$ cat config.mk
export PLATFORM = sky130hd
export DESIGN_NAME = stable_sorted_priority_queue
export DESIGN_NICKNAME = d
export VERILOG_FILES = /design/src/rtl/sspq_pkg.sv /design/src/rtl/sspq_cell.sv /design/src/rtl/sspq_obuf.sv /design/src/rtl/stable_sorted_priority_queue.sv
export SDC_FILE = /design/constraint.sdc
export NUM_CORES = 2
export LEC_CHECK = 0
export ABC_AREA = 1
export BUFFER_PORTS_ARGS = -buffer_cell sky130_fd_sc_hd__buf_2
export CORE_MARGIN = 2
export CORE_UTILIZATION = 55
export CTS_BUF_LIST = sky130_fd_sc_hd__clkbuf_8
export DETAILED_ROUTE_END_ITERATION = 8
export PLACE_DENSITY = 0.73
export SLEW_MARGIN = 10
export SYNTH_ARGS = -nofsm -noshare
export SYNTH_HDL_FRONTEND = slang
export SYNTH_SLANG_ARGS = --single-unit
$ cat constraint.sdc
create_clock -name clk -period 14.5 [get_ports clk]
set_input_delay 2.175 -clock clk [delete_from_list [all_inputs] [get_ports clk]]
set_output_delay 2.175 -clock clk [all_outputs]
set_load 0.01 [all_outputs]
$ cat src/rtl/sspq_pkg.sv
// ----------------------------------------------------------------------------
// sspq_pkg: shared types and constants of the sorted priority queue
// Capacity, field widths, operation and status codes, cell control bundle.
// ----------------------------------------------------------------------------
package sspq_pkg;

	localparam int CAPACITY = 16;
	localparam int VALUE_W  = 32;
	localparam int PRIO_W   = 8;
	localparam int CNT_W    = $clog2(CAPACITY + 1);
	localparam int ECNT_W   = 5;

	typedef enum logic {
		OP_INSERT = 1'b0,
		OP_REMOVE = 1'b1
	} op_t;

	typedef enum logic [1:0] {
		ST_INSERTED = 2'd0,
		ST_REMOVED  = 2'd1,
		ST_EMPTY    = 2'd2,
		ST_FULL     = 2'd3
	} status_t;

	// Broadcast to every cell in the cycle an item is taken.
	typedef struct packed {
		logic               ins_en;
		logic               rem_en;
		logic [VALUE_W-1:0] value;
		logic [PRIO_W-1:0]  prio;
	} cell_ctl_t;

	typedef struct packed {
		status_t            status;
		logic [VALUE_W-1:0] value;
		logic [PRIO_W-1:0]  prio;
		logic [ECNT_W-1:0]  count;
	} result_t;

endpackage

$ cat src/rtl/sspq_cell.sv
// ----------------------------------------------------------------------------
// sspq_cell: one slot of the sorted queue
// Holds one entry; on insert it keeps, takes the new entry or takes its left
// neighbour, on removal it takes its right neighbour.
// ----------------------------------------------------------------------------
module sspq_cell (
	input  logic                        clk,
	input  sspq_pkg::cell_ctl_t         ctl,
	input  logic                        occ,
	input  logic                        left_greater,
	input  logic [sspq_pkg::VALUE_W-1:0] left_value,
	input  logic [sspq_pkg::PRIO_W-1:0]  left_prio,
	input  logic [sspq_pkg::VALUE_W-1:0] right_value,
	input  logic [sspq_pkg::PRIO_W-1:0]  right_prio,
	output logic                        greater,
	output logic [sspq_pkg::VALUE_W-1:0] slot_value,
	output logic [sspq_pkg::PRIO_W-1:0]  slot_prio
);
	import sspq_pkg::*;

	logic [VALUE_W-1:0] value_q;
	logic [PRIO_W-1:0]  prio_q;

	// An empty slot counts as greater, so the new entry lands at the tail
	// when no held entry outranks it. Equal priorities stay in front.
	assign greater    = !occ || (prio_q > ctl.prio);
	assign slot_value = value_q;
	assign slot_prio  = prio_q;

	always_ff @(posedge clk) begin
		if (ctl.ins_en) begin
			if (greater && !left_greater) begin
				value_q <= ctl.value;
				prio_q  <= ctl.prio;
			end else if (greater) begin
				value_q <= left_value;
				prio_q  <= left_prio;
			end
		end else if (ctl.rem_en) begin
			value_q <= right_value;
			prio_q  <= right_prio;
		end
	end

endmodule

$ cat src/rtl/sspq_obuf.sv
// ----------------------------------------------------------------------------
// sspq_obuf: output register with skid stage
// Holds up to two results so the queue keeps taking items while one waits.
// ----------------------------------------------------------------------------
module sspq_obuf (
	input  logic                clk,
	input  logic                arst_n,
	input  logic                push,
	input  sspq_pkg::result_t   push_data,
	output logic                space,
	output logic                out_valid,
	input  logic                out_ready,
	output sspq_pkg::result_t   out_data
);
	import sspq_pkg::*;

	logic    main_valid_q;
	logic    skid_valid_q;
	result_t main_q;
	result_t skid_q;
	logic    pop;

	assign pop       = main_valid_q && out_ready;
	assign space     = !skid_valid_q;
	assign out_valid = main_valid_q;
	assign out_data  = main_q;

	always_ff @(posedge clk or negedge arst_n) begin
		if (!arst_n) begin
			main_valid_q <= 1'b0;
			skid_valid_q <= 1'b0;
		end else begin
			if (!main_valid_q) begin
				main_valid_q <= push;
			end else if (pop) begin
				main_valid_q <= skid_valid_q || push;
				skid_valid_q <= 1'b0;
			end else if (push) begin
				skid_valid_q <= 1'b1;
			end
		end
	end

	always_ff @(posedge clk) begin
		if (!main_valid_q || (pop && !skid_valid_q)) begin
			main_q <= push_data;
		end else if (pop) begin
			main_q <= skid_q;
		end
		if (main_valid_q && !pop && push) begin
			skid_q <= push_data;
		end
	end

endmodule

$ cat src/rtl/stable_sorted_priority_queue.sv
// ----------------------------------------------------------------------------
// stable_sorted_priority_queue: bounded, stable sorted priority queue
// A row of slot cells kept in ascending priority order; inserts shift the
// tail right, removals shift the whole row left and return the front.
// ----------------------------------------------------------------------------
//  Channel  Direction  tdata                                 tuser
//  s_axis   in         item_value, item_priority             op
//  m_axis   out        out_value, out_priority, entry_count  status
//
//  Every item is handled in the cycle of its transfer: all cells compare
//  against the new priority and shift at once, so one item a cycle is taken
//  while s_axis_tready is high. The result goes to an output register backed
//  by a skid stage; s_axis_tready drops only while both hold a result that
//  has not been taken. Reset clears the entry count and the output buffer;
//  slot contents are left as they are and read only once written.
// ----------------------------------------------------------------------------
module stable_sorted_priority_queue (
	input  logic        clk,
	input  logic        arst_n,
	input  logic        s_axis_tvalid,
	output logic        s_axis_tready,
	input  logic [39:0] s_axis_tdata,  // item_value[31:0], item_priority[39:32]
	input  logic [0:0]  s_axis_tuser,  // op[0]
	output logic        m_axis_tvalid,
	input  logic        m_axis_tready,
	output logic [47:0] m_axis_tdata,  // out_value[31:0], out_priority[39:32],
	                                   // entry_count[44:40], zero above
	output logic [1:0]  m_axis_tuser   // status[1:0]
);
	import sspq_pkg::*;

	logic [CNT_W-1:0]   count_q;
	logic [CNT_W-1:0]   count_next;
	logic               take;
	logic               is_ins;
	logic               full;
	logic               empty;
	cell_ctl_t          ctl;
	result_t            res;
	result_t            out_res;
	logic               space;
	logic [CNT_W+ECNT_W-1:0] count_ext;

	logic [VALUE_W-1:0] slot_value [CAPACITY];
	logic [PRIO_W-1:0]  slot_prio  [CAPACITY];
	logic [CAPACITY-1:0] greater;
	logic [CAPACITY-1:0] occ;

	assign take   = s_axis_tvalid && s_axis_tready;
	assign is_ins = (op_t'(s_axis_tuser[0]) == OP_INSERT);
	assign full   = (count_q == CNT_W'(CAPACITY));
	assign empty  = (count_q == '0);

	assign ctl.ins_en = take && is_ins && !full;
	assign ctl.rem_en = take && !is_ins && !empty;
	assign ctl.value  = s_axis_tdata[VALUE_W-1:0];
	assign ctl.prio   = s_axis_tdata[VALUE_W+PRIO_W-1:VALUE_W];

	always_comb begin
		count_next = count_q;
		if (ctl.ins_en) begin
			count_next = count_q + 1'b1;
		end else if (ctl.rem_en) begin
			count_next = count_q - 1'b1;
		end
	end

	always_ff @(posedge clk or negedge arst_n) begin
		if (!arst_n) begin
			count_q <= '0;
		end else begin
			count_q <= count_next;
		end
	end

	genvar gi;
	generate
		for (gi = 0; gi < CAPACITY; gi++) begin : g_cell
			assign occ[gi] = (CNT_W'(gi) < count_q);
			if (gi == 0) begin : g_head
				sspq_cell u_cell (
					.clk          (clk),
					.ctl          (ctl),
					.occ          (occ[gi]),
					.left_greater (1'b0),
					.left_value   (ctl.value),
					.left_prio    (ctl.prio),
					.right_value  (slot_value[gi+1]),
					.right_prio   (slot_prio[gi+1]),
					.greater      (greater[gi]),
					.slot_value   (slot_value[gi]),
					.slot_prio    (slot_prio[gi])
				);
			end else if (gi == CAPACITY - 1) begin : g_tail
				sspq_cell u_cell (
					.clk          (clk),
					.ctl          (ctl),
					.occ          (occ[gi]),
					.left_greater (greater[gi-1]),
					.left_value   (slot_value[gi-1]),
					.left_prio    (slot_prio[gi-1]),
					.right_value  (slot_value[gi]),
					.right_prio   (slot_prio[gi]),
					.greater      (greater[gi]),
					.slot_value   (slot_value[gi]),
					.slot_prio    (slot_prio[gi])
				);
			end else begin : g_mid
				sspq_cell u_cell (
					.clk          (clk),
					.ctl          (ctl),
					.occ          (occ[gi]),
					.left_greater (greater[gi-1]),
					.left_value   (slot_value[gi-1]),
					.left_prio    (slot_prio[gi-1]),
					.right_value  (slot_value[gi+1]),
					.right_prio   (slot_prio[gi+1]),
					.greater      (greater[gi]),
					.slot_value   (slot_value[gi]),
					.slot_prio    (slot_prio[gi])
				);
			end
		end
	endgenerate

	assign count_ext = {{ECNT_W{1'b0}}, count_next};

	always_comb begin
		res.value = '0;
		res.prio  = '0;
		res.count = count_ext[ECNT_W-1:0];
		if (is_ins) begin
			res.status = full ? ST_FULL : ST_INSERTED;
		end else if (empty) begin
			res.status = ST_EMPTY;
		end else begin
			res.status = ST_REMOVED;
			res.value  = slot_value[0];
			res.prio   = slot_prio[0];
		end
	end

	sspq_obuf u_obuf (
		.clk       (clk),
		.arst_n    (arst_n),
		.push      (take),
		.push_data (res),
		.space     (space),
		.out_valid (m_axis_tvalid),
		.out_ready (m_axis_tready),
		.out_data  (out_res)
	);

	assign s_axis_tready = space;
	assign m_axis_tuser  = out_res.status;
	assign m_axis_tdata  = {3'b000, out_res.count, out_res.prio, out_res.value};

	// The count never runs past the capacity.
	a_count_bound: assert property (@(posedge clk) disable iff (!arst_n)
		count_q <= CNT_W'(CAPACITY))
		else $error("entry count above capacity");

	// An accepted insert into a queue with room grows it by exactly one.
	a_ins_grows: assert property (@(posedge clk) disable iff (!arst_n)
		ctl.ins_en |=> (count_q == $past(count_q) + 1'b1))
		else $error("insert did not grow the queue");

	// The two front slots stay in priority order while both are held.
	a_front_sorted: assert property (@(posedge clk) disable iff (!arst_n)
		occ[1] |-> (slot_prio[0] <= slot_prio[1]))
		else $error("front slots out of order");

endmodule

==> metrics.yaml <==
outcome:
  status: "completed"
clock_network:
  cts-resized-gates: 0
  cts_tree: "done"
  clkTransAtPathRegs_ns: 0.06
  cts_buffers: 132
  h-tree-depth: 4
  cts_buffer_depth: 3
  cts_sinks: 741
  clk_latency_ns: 0.78
  cts_root_buf: "clkbuf_8"
  cts_setup_buffers: 0
  postCtsHoldBufs: 0
synthesis:
  synth_top_area_share_pct: 51.0
  ys_types: 28
  ys_seq_elements: 741
  yosysTopAreaCell: "edfxtp_1"
  syn_area_per_cell_um2: 7.85
  synthTopCellsByArea: "edfxtp_1 (51%), nand2_1 (19%), nand3_1 (14%)"
  seq_area_frac_synth_pct: 51.4
  syn_inst: 5513
  synth_area_um2: 43300
  yosysWarnings: 0
layout:
  fin_nets: 5629
  final.fill_count: 6984
  drive_gt1_share_pct: 6.84
  area_growth_pct: 7.78
setup_path:
  cp-end-kind: "flip-flop"
  crit_fanout: 113
  required_ns: 15.13
  rr_startpoint: "count_q[0]"
  crit_end: "g_cell[14].g_mid.u_cell.slot_value[3]"
  reg2reg_slack_ns: 8.31
  critPathArrivalTime_ns: 7.32
  crit_chain: "buf_2 -> nand2_1 -> nor2_1 -> nand2_4 -> buf_4 -> buf_4 -> buf_4 -> buf_4 -> nand2_1 -> nand2_1"
  crit_path_top_delay_cell: "buf_4"
  crit_top_cell: "buf_4"
  startpoint_type: "input pin"
  rr_endpoint: "g_cell[14].g_mid.u_cell.slot_value[3]"
  crit_family: "buffers and inverters"
  startpoint: "s_axis_tvalid"
  crit_type: "in -> reg"
  cp_num_buf_inv: 5
  crit_cells: 10
  reg2reg_depth: 10
  critPathMaxStageDelay_ns: 0.99
pwr:
  power_density_nw_per_um2: 195
  peakVddDrop_mv: 0.128
  leakage_nw: 22.9
timing:
  drv_slew: 0
  rsz0062_at_grt: "false"
  final.min_clock_period_ns: 6.70
  setup_viol: 0
  fin_crit_sh_pct: 46.2
  worst_pin_slew_ns: 1.19
  report.final.hold_viol_count: 0
  slew_headroom_pct: 20.9
  fmax_mhz: 149
  tns_ns: 0
  clock-skew-final_ns: 0.0315
  holdWs_ns: 0.501
detailed_routing:
  viasPerCell: 5.12
  drt_wl_total_um: 97700
  dr.first_iter.drc_count: 3364
  via_count: 33700
  dr.pass1.iters: 6
  detail-route-antenna-nets: 0
  route.detailed.drc: 0
  wl_per_cell_um: 14.8
floorplan:
  ios: 97
  fp.dieH_um: 284
  die_x_um: 284
  core_area_um2: 77700
  initial_core_util_pct: 55.7
  die_area_um2: 80900
  rows: 102
job:
  maxCapViolCount: 0
worst_hold_path:
  hold_depth: 2
  hold_class: "reg -> reg"
global_route:
  antenna_found_initial: 4
  grt_overflow: 0
  grt_pass1_wl_um: 163000
  grt_start_max_net_pins: 252
  grt_usage_pct: 24.0
  grt_pass1_vias: 31800
place:
  place.gp.congestion: 0.850
  port_buffers: 93
  dp_hpwl_um: 67900
placed cells by master, fill, tap and decap left out, types with 2 or more instances in the layout:
master,instances
dfrtp_1,7
nand2_2,2
nor2_1,84
clkinv_1,14
clkbuf_8,137
ha_1,132
nand2_1,2159
edfxtp_1,734
o21ai_4,15
o21ai_1,3
a31oi_1,2
a21oi_4,9
inv_6,4
clkinv_2,4
a21o_1,15
conb_1,3
diode_2,3
nand3_1,1172
nand4_1,17
buf_2,93
o21ai_0,41
or2_2,2
clkinvlp_4,4
a21oi_2,8
inv_1,739
a21oi_1,37
nand2_4,2
buf_4,81
inv_2,13
synth_stat cells (all sizes together):
cell type and instances:
inv 694, a21o 15, nand4 17, or2 2, dfrtp 7, buf 152
ha 132, edfxtp 734, a21oi 54, clkbuf 220, nor2 86, nand2 2163
conb 1, nand3 1172, o21ai 59, nor3 1, and2 1, a31oi 2
xor2 1
layout make-up:
type                       count  area [um2]  share of cell area [%]
clock inverter                86         370                   0.794
timing repair buffer         175        1090                    2.35
multi-input combinational   3708       17100                    36.7
tap                         1040        1300                    2.79
inverter                     694        2620                    5.62
sequential                   741       22200                    47.6
clock buffer                 137        1890                    4.04
antenna                        3        7.51                  0.0161
layer usage:
layer | share of wire [%] | vias up | global-route usage (%)
met1 | 47 | 14800 | 35.3
li1 | - | 17700 | -
met2 | 44 | 1053 | 37.4
met3 | 6.6 | 111 | 3.71
met5 | 0 | - | 0
met4 | 1.4 | 0 | 6.04
cell families (layout without fill, tap and decap cells):
group                      after synthesis  after routing  share of synthesized area (%)
AOI/OAI and AO/OA                      130            130                           1.72
xor gates and xnor gates                 1              1                         0.0203
adders and majority gates              132            132                           3.82
buffers and inverters                 1066           1092                           9.67
DFF                                    741            741                           51.4
other                                    1              6                        0.00867
and+or+nand+nor                       3442           3442                           33.4
worst min path at each step:
stage	startpoint	end	slack [ns]
6_report	g_cell[15].g_tail.u_cell.slot_value[30]	g_cell[14].g_mid.u_cell.slot_value[30]	0.50
5_1_grt	g_cell[15].g_tail.u_cell.slot_value[19]	g_cell[14].g_mid.u_cell.slot_value[19]	0.53
4_1_cts	g_cell[15].g_tail.u_cell.slot_value[30]	g_cell[14].g_mid.u_cell.slot_value[30]	0.51
3_5_place_dp	u_obuf.skid_q[20]	u_obuf.out_data[20]	0.50
3_3_place_gp	g_cell[15].g_tail.u_cell.slot_value[14]	g_cell[14].g_mid.u_cell.slot_value[14]	0.50
2_1_floorplan	u_obuf.skid_q[2]	u_obuf.out_data[2]	0.49
sequential cells by signal (all words and copies together), names as in the netlist:
name,flops
u_obuf.skid_valid_q,1
g_cell.g_tail.u_cell.slot_value,32
count_q,5
g_cell.g_head.u_cell.slot_value,32
u_obuf.skid_q,47
u_obuf.out_valid,1
u_obuf.out_data,47
g_cell.g_mid.u_cell.slot_value,448
g_cell.g_mid.u_cell.slot_prio,112
g_cell.g_tail.u_cell.slot_prio,8
g_cell.g_head.u_cell.slot_prio,8
power breakdown:
part / internal, W / switching (W)
sequential: 0.00335 / 0.000296
clock: 0.000869 / 0.000856
combinational: 0.00111 / 0.00263
total: 0.00532 / 0.00379
per-stage QoR:
stage                     instance area, um2  std cells  worst slack (ns)  power (W)  utilization [%]
after floorplan                        43300       5515              7.19    0.00652                -
after global placement                 44400       6358              7.33    0.00731             57.1
after detailed placement               44400       6358              7.17    0.00742             57.1
after CTS                              46600       6581              8.00    0.00915             60.0
after global routing                   46600       6584              7.51    0.00986             60.0
final                                  46600       6584              7.80    0.00911             60.0
worst min-delay path: cells and delay by family, from the launching register on:
kind | cells | cell delay [ns]
flops | 1 | 0.32
simple gates | 2 | 0.10
No activity file was read; power rests on OpenSTA's default activity.
